## config.mk

```make
export PLATFORM = sky130hd
export DESIGN_NAME = rpm_led_bar_with_shift_flash_core
export DESIGN_NICKNAME = d
export VERILOG_FILES = /design/src/hw/rtl/rpmbar_pkg.sv /design/src/hw/rtl/rpm_led_bar_with_shift_flash_core.sv /design/src/hw/rtl/rpmbar_div.sv
export SDC_FILE = /design/constraint.sdc
export NUM_CORES = 1
export LEC_CHECK = 0
export ABC_CLOCK_PERIOD_IN_PS = 6050
export BUFFER_PORTS_ARGS = -buffer_cell sky130_fd_sc_hd__buf_4
export CAP_MARGIN = 10
export CORE_UTILIZATION = 30
export DETAILED_ROUTE_END_ITERATION = 7
export MAX_ROUTING_LAYER = met4
export PLACE_DENSITY_LB_ADDON = 0.2
export RECOVER_POWER = 50
export SYNTH_ARGS = -nofsm -noshare
export SYNTH_HDL_FRONTEND = slang
export SYNTH_SLANG_ARGS = --single-unit
```

## constraint.sdc

```tcl
create_clock -name clk -period 6.05 [get_ports clk]
set_input_delay 1.21 -clock clk [delete_from_list [all_inputs] [get_ports clk]]
set_output_delay 1.21 -clock clk [all_outputs]
set_load 0.05 [all_outputs]
```

## src/hw/rtl/rpmbar_pkg.sv

```systemverilog
// Shared widths, register indexes and reset values for the tachometer bar block.
package rpmbar_pkg;

  localparam int SPEED_W = 16;
  localparam int BYTE_W = 8;
  localparam int CFG_IDX_W = 3;

  typedef enum logic [CFG_IDX_W-1:0] {
    CFG_LOW_LIMIT    = 3'd0,
    CFG_HIGH_LIMIT   = 3'd1,
    CFG_FLASH_LIMIT  = 3'd2,
    CFG_BAND         = 3'd3,
    CFG_BLINK_PERIOD = 3'd4,
    CFG_DUTY_NORMAL  = 3'd5,
    CFG_DUTY_FLASH   = 3'd6
  } cfg_idx_t;

  localparam logic [SPEED_W-1:0] LOW_LIMIT_RST = 16'd4000;
  localparam logic [SPEED_W-1:0] HIGH_LIMIT_RST = 16'd7000;
  localparam logic [SPEED_W-1:0] FLASH_LIMIT_RST = 16'd7000;
  localparam logic [SPEED_W-1:0] BAND_RST = 16'd250;
  localparam logic [BYTE_W-1:0] BLINK_PERIOD_RST = 8'd25;
  localparam logic [BYTE_W-1:0] DUTY_NORMAL_RST = 8'd8;
  localparam logic [BYTE_W-1:0] DUTY_FLASH_RST = 8'd64;
  localparam logic [SPEED_W-1:0] SPEED_MAX = 16'hffff;

endpackage

```

## src/hw/rtl/rpm_led_bar_with_shift_flash_core.sv

```systemverilog
// Top level of the tachometer LED bar graph with shift-light flash.
// One speed beat in gives one result beat out (bar_mask, duty). The block works
// on one sample at a time. The bit-serial divider, with QW = $clog2(BAR_LEDS + 1)
// quotient bits, forms the lit count floor(BAR_LEDS * (shown - low_limit) /
// (high_limit - low_limit)); shown speeds below low_limit or above high_limit
// skip it, as does a shown speed at low_limit, which lights one LED. The
// displayed speed follows a sample only when it leaves the band around the
// current value (the lower edge clamps at zero, the upper edge saturates).
// At or above flash_limit the duty is duty_flash and the bar blinks,
// toggling every blink_period + 1 samples; otherwise the bar is steady at
// duty_normal. The result register lets a new sample be taken while the
// previous result waits on out_ready. Configuration writes are always ready
// and must only be issued while idle; writes to an index past the list are
// dropped.
module rpm_led_bar_with_shift_flash_core #(
  parameter int BAR_LEDS = 8
) (
  input  logic                            clk,
  input  logic                            rst,
  input  logic                            in_valid,
  output logic                            in_ready,
  input  logic [rpmbar_pkg::SPEED_W-1:0]   speed,
  output logic                            out_valid,
  input  logic                            out_ready,
  output logic [rpmbar_pkg::BYTE_W-1:0]    bar_mask,
  output logic [rpmbar_pkg::BYTE_W-1:0]    duty,
  input  logic                            cfg_valid,
  output logic                            cfg_ready,
  input  logic [rpmbar_pkg::CFG_IDX_W-1:0] cfg_index,
  input  logic [rpmbar_pkg::SPEED_W-1:0]   cfg_data
);
  import rpmbar_pkg::*;

  localparam int NW = $clog2(BAR_LEDS + 1);
  localparam int DW = SPEED_W + NW;

  typedef enum logic [2:0] {
    ST_IDLE,
    ST_TRACK,
    ST_CLASS,
    ST_DIV,
    ST_DONE
  } state_t;

  state_t state;

  // configuration registers
  logic [SPEED_W-1:0] low_limit;
  logic [SPEED_W-1:0] high_limit;
  logic [SPEED_W-1:0] flash_limit;
  logic [SPEED_W-1:0] band;
  logic [BYTE_W-1:0]  blink_period;
  logic [BYTE_W-1:0]  duty_normal;
  logic [BYTE_W-1:0]  duty_flash;

  // running state
  logic [SPEED_W-1:0] shown_speed;
  logic [BYTE_W-1:0]  blink_count;
  logic               blink_on;

  // per-sample work registers
  logic [SPEED_W-1:0] spd;
  logic [BYTE_W-1:0]  duty_sel;
  logic [NW-1:0]      lit;

  // hysteresis band edges
  logic [SPEED_W:0]   upper_sum;
  logic [SPEED_W-1:0] upper;
  logic [SPEED_W-1:0] lower;
  logic               follow;

  // divider hookup
  logic               div_start;
  logic [DW-1:0]      div_dividend;
  logic               div_done;
  logic [NW-1:0]      div_quot;

  logic [BYTE_W-1:0]  therm;
  logic               out_free;

  assign in_ready = (state == ST_IDLE);
  assign cfg_ready = 1'b1;
  assign out_free = !out_valid || out_ready;

  assign upper_sum = {1'b0, shown_speed} + {1'b0, band};
  assign upper = upper_sum[SPEED_W] ? SPEED_MAX : upper_sum[SPEED_W-1:0];
  assign lower = (shown_speed > band) ? (shown_speed - band) : '0;
  assign follow = (spd > upper) || (spd < lower);

  // product fits: shown - low <= 65535, times BAR_LEDS < 2^NW
  assign div_dividend = DW'(shown_speed - low_limit) * DW'(BAR_LEDS);
  assign div_start = (state == ST_CLASS) && (shown_speed > low_limit) &&
                     (shown_speed <= high_limit);

  // thermometer code of the lit count, cut to the bar field
  always_comb begin
    for (int b = 0; b < BYTE_W; b++) begin
      therm[b] = (32'(lit) > b);
    end
  end

  rpmbar_div #(
    .QW(NW)
  ) u_div (
    .clk      (clk),
    .rst      (rst),
    .start    (div_start),
    .dividend (div_dividend),
    .divisor  (high_limit - low_limit),
    .done     (div_done),
    .quot     (div_quot)
  );

  // configuration writes
  always_ff @(posedge clk) begin
    if (rst) begin
      low_limit <= LOW_LIMIT_RST;
      high_limit <= HIGH_LIMIT_RST;
      flash_limit <= FLASH_LIMIT_RST;
      band <= BAND_RST;
      blink_period <= BLINK_PERIOD_RST;
      duty_normal <= DUTY_NORMAL_RST;
      duty_flash <= DUTY_FLASH_RST;
    end else if (cfg_valid) begin
      case (cfg_index)
        CFG_LOW_LIMIT:    low_limit <= cfg_data;
        CFG_HIGH_LIMIT:   high_limit <= cfg_data;
        CFG_FLASH_LIMIT:  flash_limit <= cfg_data;
        CFG_BAND:         band <= cfg_data;
        CFG_BLINK_PERIOD: blink_period <= cfg_data[BYTE_W-1:0];
        CFG_DUTY_NORMAL:  duty_normal <= cfg_data[BYTE_W-1:0];
        CFG_DUTY_FLASH:   duty_flash <= cfg_data[BYTE_W-1:0];
        default: ;
      endcase
    end
  end

  // sample sequencer and result register
  always_ff @(posedge clk) begin
    if (rst) begin
      state <= ST_IDLE;
      out_valid <= 1'b0;
      shown_speed <= '0;
      blink_count <= '0;
      blink_on <= 1'b1;
    end else begin
      // drop the result beat once the consumer takes it, unless a new one loads
      if (out_valid && out_ready && (state != ST_DONE)) begin
        out_valid <= 1'b0;
      end
      case (state)
        ST_IDLE: begin
          if (in_valid) begin
            spd <= speed;
            state <= ST_TRACK;
          end
        end
        ST_TRACK: begin
          // follow the sample only when it leaves the band
          if (follow) begin
            shown_speed <= spd;
          end
          // blink state advances before the mask is formed
          if (spd >= flash_limit) begin
            duty_sel <= duty_flash;
            if (blink_count == blink_period) begin
              blink_count <= '0;
              blink_on <= !blink_on;
            end else begin
              blink_count <= blink_count + 8'd1;
            end
          end else begin
            duty_sel <= duty_normal;
            blink_on <= 1'b1;
          end
          state <= ST_CLASS;
        end
        ST_CLASS: begin
          if (shown_speed < low_limit) begin
            lit <= '0;
            state <= ST_DONE;
          end else if (shown_speed == low_limit) begin
            lit <= NW'(1);
            state <= ST_DONE;
          end else if (shown_speed > high_limit) begin
            lit <= NW'(BAR_LEDS);
            state <= ST_DONE;
          end else begin
            state <= ST_DIV;
          end
        end
        ST_DIV: begin
          if (div_done) begin
            lit <= div_quot;
            state <= ST_DONE;
          end
        end
        ST_DONE: begin
          // hold until the result register is free
          if (out_free) begin
            bar_mask <= blink_on ? therm : '0;
            duty <= duty_sel;
            out_valid <= 1'b1;
            state <= ST_IDLE;
          end
        end
        default: state <= ST_IDLE;
      endcase
    end
  end

endmodule

```

## src/hw/rtl/rpmbar_div.sv

```systemverilog
// Restoring divider that develops one quotient bit per cycle.
module rpmbar_div #(
  parameter int QW = 4
) (
  input  logic                             clk,
  input  logic                             rst,
  input  logic                             start,
  input  logic [rpmbar_pkg::SPEED_W+QW-1:0] dividend,
  input  logic [rpmbar_pkg::SPEED_W-1:0]    divisor,
  output logic                             done,
  output logic [QW-1:0]                    quot
);
  import rpmbar_pkg::*;

  localparam int DW = SPEED_W + QW;
  localparam int CNT_W = $clog2(QW + 1);

  logic [DW-1:0]    rem;
  logic [DW-1:0]    dv;
  logic [CNT_W-1:0] cnt;
  logic             busy;
  logic             ge;
  logic [QW:0]      qs;

  assign ge = (rem >= dv);
  assign qs = {quot, ge};

  always_ff @(posedge clk) begin
    if (rst) begin
      busy <= 1'b0;
      cnt <= '0;
      done <= 1'b0;
    end else if (start) begin
      rem <= dividend;
      dv <= DW'(divisor) << (QW - 1);
      quot <= '0;
      cnt <= CNT_W'(QW);
      busy <= 1'b1;
      done <= 1'b0;
    end else if (busy) begin
      // subtract the aligned divisor when it fits, then slide it one place down
      if (ge) begin
        rem <= rem - dv;
      end
      quot <= qs[QW-1:0];
      dv <= dv >> 1;
      cnt <= cnt - CNT_W'(1);
      done <= (cnt == CNT_W'(1));
      if (cnt == CNT_W'(1)) begin
        busy <= 1'b0;
      end
    end else begin
      done <= 1'b0;
    end
  end

endmodule
```

==> results_dict.tcl <==
set metrics [dict create \
    status "complete, but fails checks" \
    violations "max-capacitance violations, max-slew violations" \
    drtPass1Iterations 7 \
    synthCells 1531 \
    drc 0 \
    place_area_um2 14600 \
    power.leakage_nw 6.22 \
    clockBufferDepth 3 \
    cts_sinks 209 \
    crit_buf_inv 1 \
    slowest_delay_ps 550 \
    synth.avg_cell_area_um2 8.87 \
    ir_worst_vdd_uv 259 \
    max-slew-margin-rel -0.904 \
    cp_top_family "compound AO/OA/AOI/OAI gates" \
    post-cts-setup-buffer-count 0 \
    hold_viol 0 \
    core_um2 44400 \
    fmax_ghz 0.188 \
    final_cell_area_um2 15300 \
    synth_ff_type "dfxtp_1" \
    cts_tree "yes" \
    synth_edf_count 87 \
    routed_wl_mm 36.9 \
    power.density_nw_per_um2 352 \
    finClkSkew_ps 14.5 \
    maxCapViolations 3 \
    n_fill_cell 4558 \
    asyncSetResetFlopFracSynth 0 \
    synth_nets 1724 \
    die_x_um 215 \
    antenna_found_initial 0 \
    num_vias 10865 \
    worstPathCellList "ha_1 > nand2b_4 > a221oi_2 > o211ai_1 > or3b_1 > a21oi_1 > o41a_1 > o31ai_4 > nor4bb_1 > ha_1 > nand4_1 > nor3_1 > o311ai_0 > a21oi_1 > a2111oi_2 > nor3_4 > buf_4 > mux2i_1 > nor2_1" \
    root_buffer "clkbuf_16" \
    num_antenna_cells 0 \
    yosysUniqueCellTypes 83 \
    insertion_delay_ps 540 \
    cp.arrival_ps 5630 \
    total_power_mw 5.40 \
    cts_resized 0 \
    worstHoldPathType "reg -> reg" \
    ys_warn_count 0 \
    grt_max_degree 61 \
    wire_per_inst_um 16.9 \
    area_delta_synth_final_pct 13.0 \
    layout_commonest_cell "nand2_1" \
    ys_ff_latch 209 \
    crit_slowest_cell "o31ai_4" \
    postCtsHoldBufs 0 \
    dieArea_um2 46100 \
    dr.first_iter.drc_count 530 \
    cp_data_required_time_ps 6360 \
    finalSetupViolations 0 \
    ant_nets 0 \
    rsz0062_at_grt "no" \
    io_buffers 57 \
    die_h_um 215 \
    grt_pass1_vias 10650 \
    max_slew.worst_pin.slew_ps 2860 \
    dp_hpwl_mm 27.7 \
    fin_nets 1759 \
    ioPinCount 59 \
    fin_crit_sh 0.880 \
    syn_area_um2 13600 \
    layout_common_cells "nand2_1, ha_1, nor2_1, a21oi_1, dfxtp_1" \
    start_util 0.306 \
    r2r_slack_ps 730 \
    place_congestion 0.848 \
    grt_first_pass_wirelength_mm 59.2 \
    via_per_inst 4.99 \
    yosysSeqAreaShare 0.372 \
    rows 77 \
    synth_top_area_frac 0.192 \
    drive_above_1_share 0.0826 \
    cp_max_fo 16 \
    grt.total_usage 0.164 \
    path_class "reg -> reg" \
    htree_num_levels 1 \
    maxSlewViolCount 143 \
    cts.clk_slew.worst_paths_ps 60 \
    yosysTopAreaCell "edfxtp_1" \
    cts_buffers 25 \
    setup.worst_path.end_class "flop" \
    placed_cells 2131 \
    period_needed_ps 5320 \
    fin_setup_tns_ps 0 \
    cp-start-kind "flop" \
    final_util 0.345 \
    grt_remaining_overflow 0 \
    synth.top_cells.by_area "edfxtp_1, dfxtp_1, ha_1, nand2_1, a21oi_1" \
    finalNonFillerCells 2177 \
]
==> synthesized netlist by cell type (4+ instances only) <==
master / number
nand2_1: 200
ha_1: 148
a21oi_1: 133
nor2_1: 133
dfxtp_1: 122
inv_1: 110
edfxtp_1: 87
o21ai_0: 57
xnor2_1: 41
a21o_1: 37
clkbuf_1: 33
nand2b_1: 27
nand4_1: 27
mux2i_1: 26
nand3_1: 24
nor3_1: 24
o21a_1: 22
xor2_1: 22
o211ai_1: 21
buf_2: 17
nor2b_1: 16
or3_1: 15
and3_1: 12
a211oi_1: 11
a31oi_1: 10
mux2_2: 10
and2_1: 9
and4_1: 8
o31ai_1: 8
o21ai_1: 7
o32ai_1: 7
o31a_1: 6
a211o_1: 5
fa_1: 5
nor4_1: 5
or4_1: 5
o21bai_1: 4
o22ai_1: 4
or2_2: 4
==> registers in the layout, summed over array words and instances, names as in the netlist, 4 cells and up <==
name,flops
u_div.rem,20
u_div.dv,19
band,16
flash_limit,16
high_limit,16
low_limit,16
shown_speed,16
spd,16
bar_mask,8
blink_count,8
blink_period,8
duty,8
duty_flash,8
duty_normal,8
duty_sel,8
lit,4
u_div.quot,4
==> final cells by class <==
class / count / area [µm²] / share of cell area
Clock inverter: 9 / 98.8 / 0.00644
Timing Repair Buffer: 67 / 447 / 0.0291
Multi-Input combinational cell: 1152 / 7860 / 0.512
Tap cell: 592 / 741 / 0.0483
Clock buffer: 37 / 722 / 0.0471
Sequential cell: 209 / 5050 / 0.330
Inverter: 111 / 417 / 0.0272
==> power breakdown <==
part | switching, mW | internal (mW) | total, mW
logic | 1.26 | 0.857 | 2.11
clock network | 0.615 | 0.910 | 1.53
registers | 0.144 | 1.62 | 1.76
==> layer usage <==
metal / wire, µm / track usage / up-vias / share of wire
met5: 0 / - / - / 0
met4: 830 / 0.0398 / 0 / 0.023
met3: 1280 / 0.0217 / 48 / 0.035
met2: 16800 / 0.262 / 173 / 0.46
met1: 17900 / 0.219 / 5118 / 0.49
li1: - / - / 5526 / -
==> cells by family (layout without fill, tap and decap cells) <==
family,Yosys count,count (layout),synth area share
DFF,209,209,0.372
adders and majority gates,153,153,0.144
muxes,38,38,0.0291
other,1,1,0.000276
AOI/OAI and AO/OA,371,371,0.181
xor gates and xnor gates,63,63,0.0406
buffers and inverters,170,224,0.0506
and+or+nand+nor,526,526,0.183
==> worst reg2reg max path, delay by kind of cell (launching register included) <==
kind                     cells  cell delay (ps)
AND/OR/NAND/NOR              7             1230
multiplexers                 1              260
adder cells (fa/ha/maj)      2              740
buffers and inverters        1              340
flip-flops                   1              440
AO/OA/AOI/OAI                8             2090
==> stage by stage <==
stage / hold WS [ps] / setup slack [ps]
final: 419 / 726
after global routing: 423 / 245
after CTS: 415 / 847
after detailed placement: 408 / 861
after global placement: 404 / 1070
after floorplan: 400 / 1600
==> final timing paths <==
path	from	end	cells after the start
worst max-delay path	shown_speed[2]$_SDFFE_PP0P_	shown_speed[7]$_SDFFE_PP0P_	19
worst min-delay path	duty_sel[7]$_DFFE_PP_	duty[7]$_DFFE_PP_	0
worst max register to register	shown_speed[2]$_SDFFE_PP0P_	shown_speed[7]$_SDFFE_PP0P_	19
worst min register to register	duty_sel[7]$_DFFE_PP_	duty[7]$_DFFE_PP_	0
(Power assumes the default switching activity.)
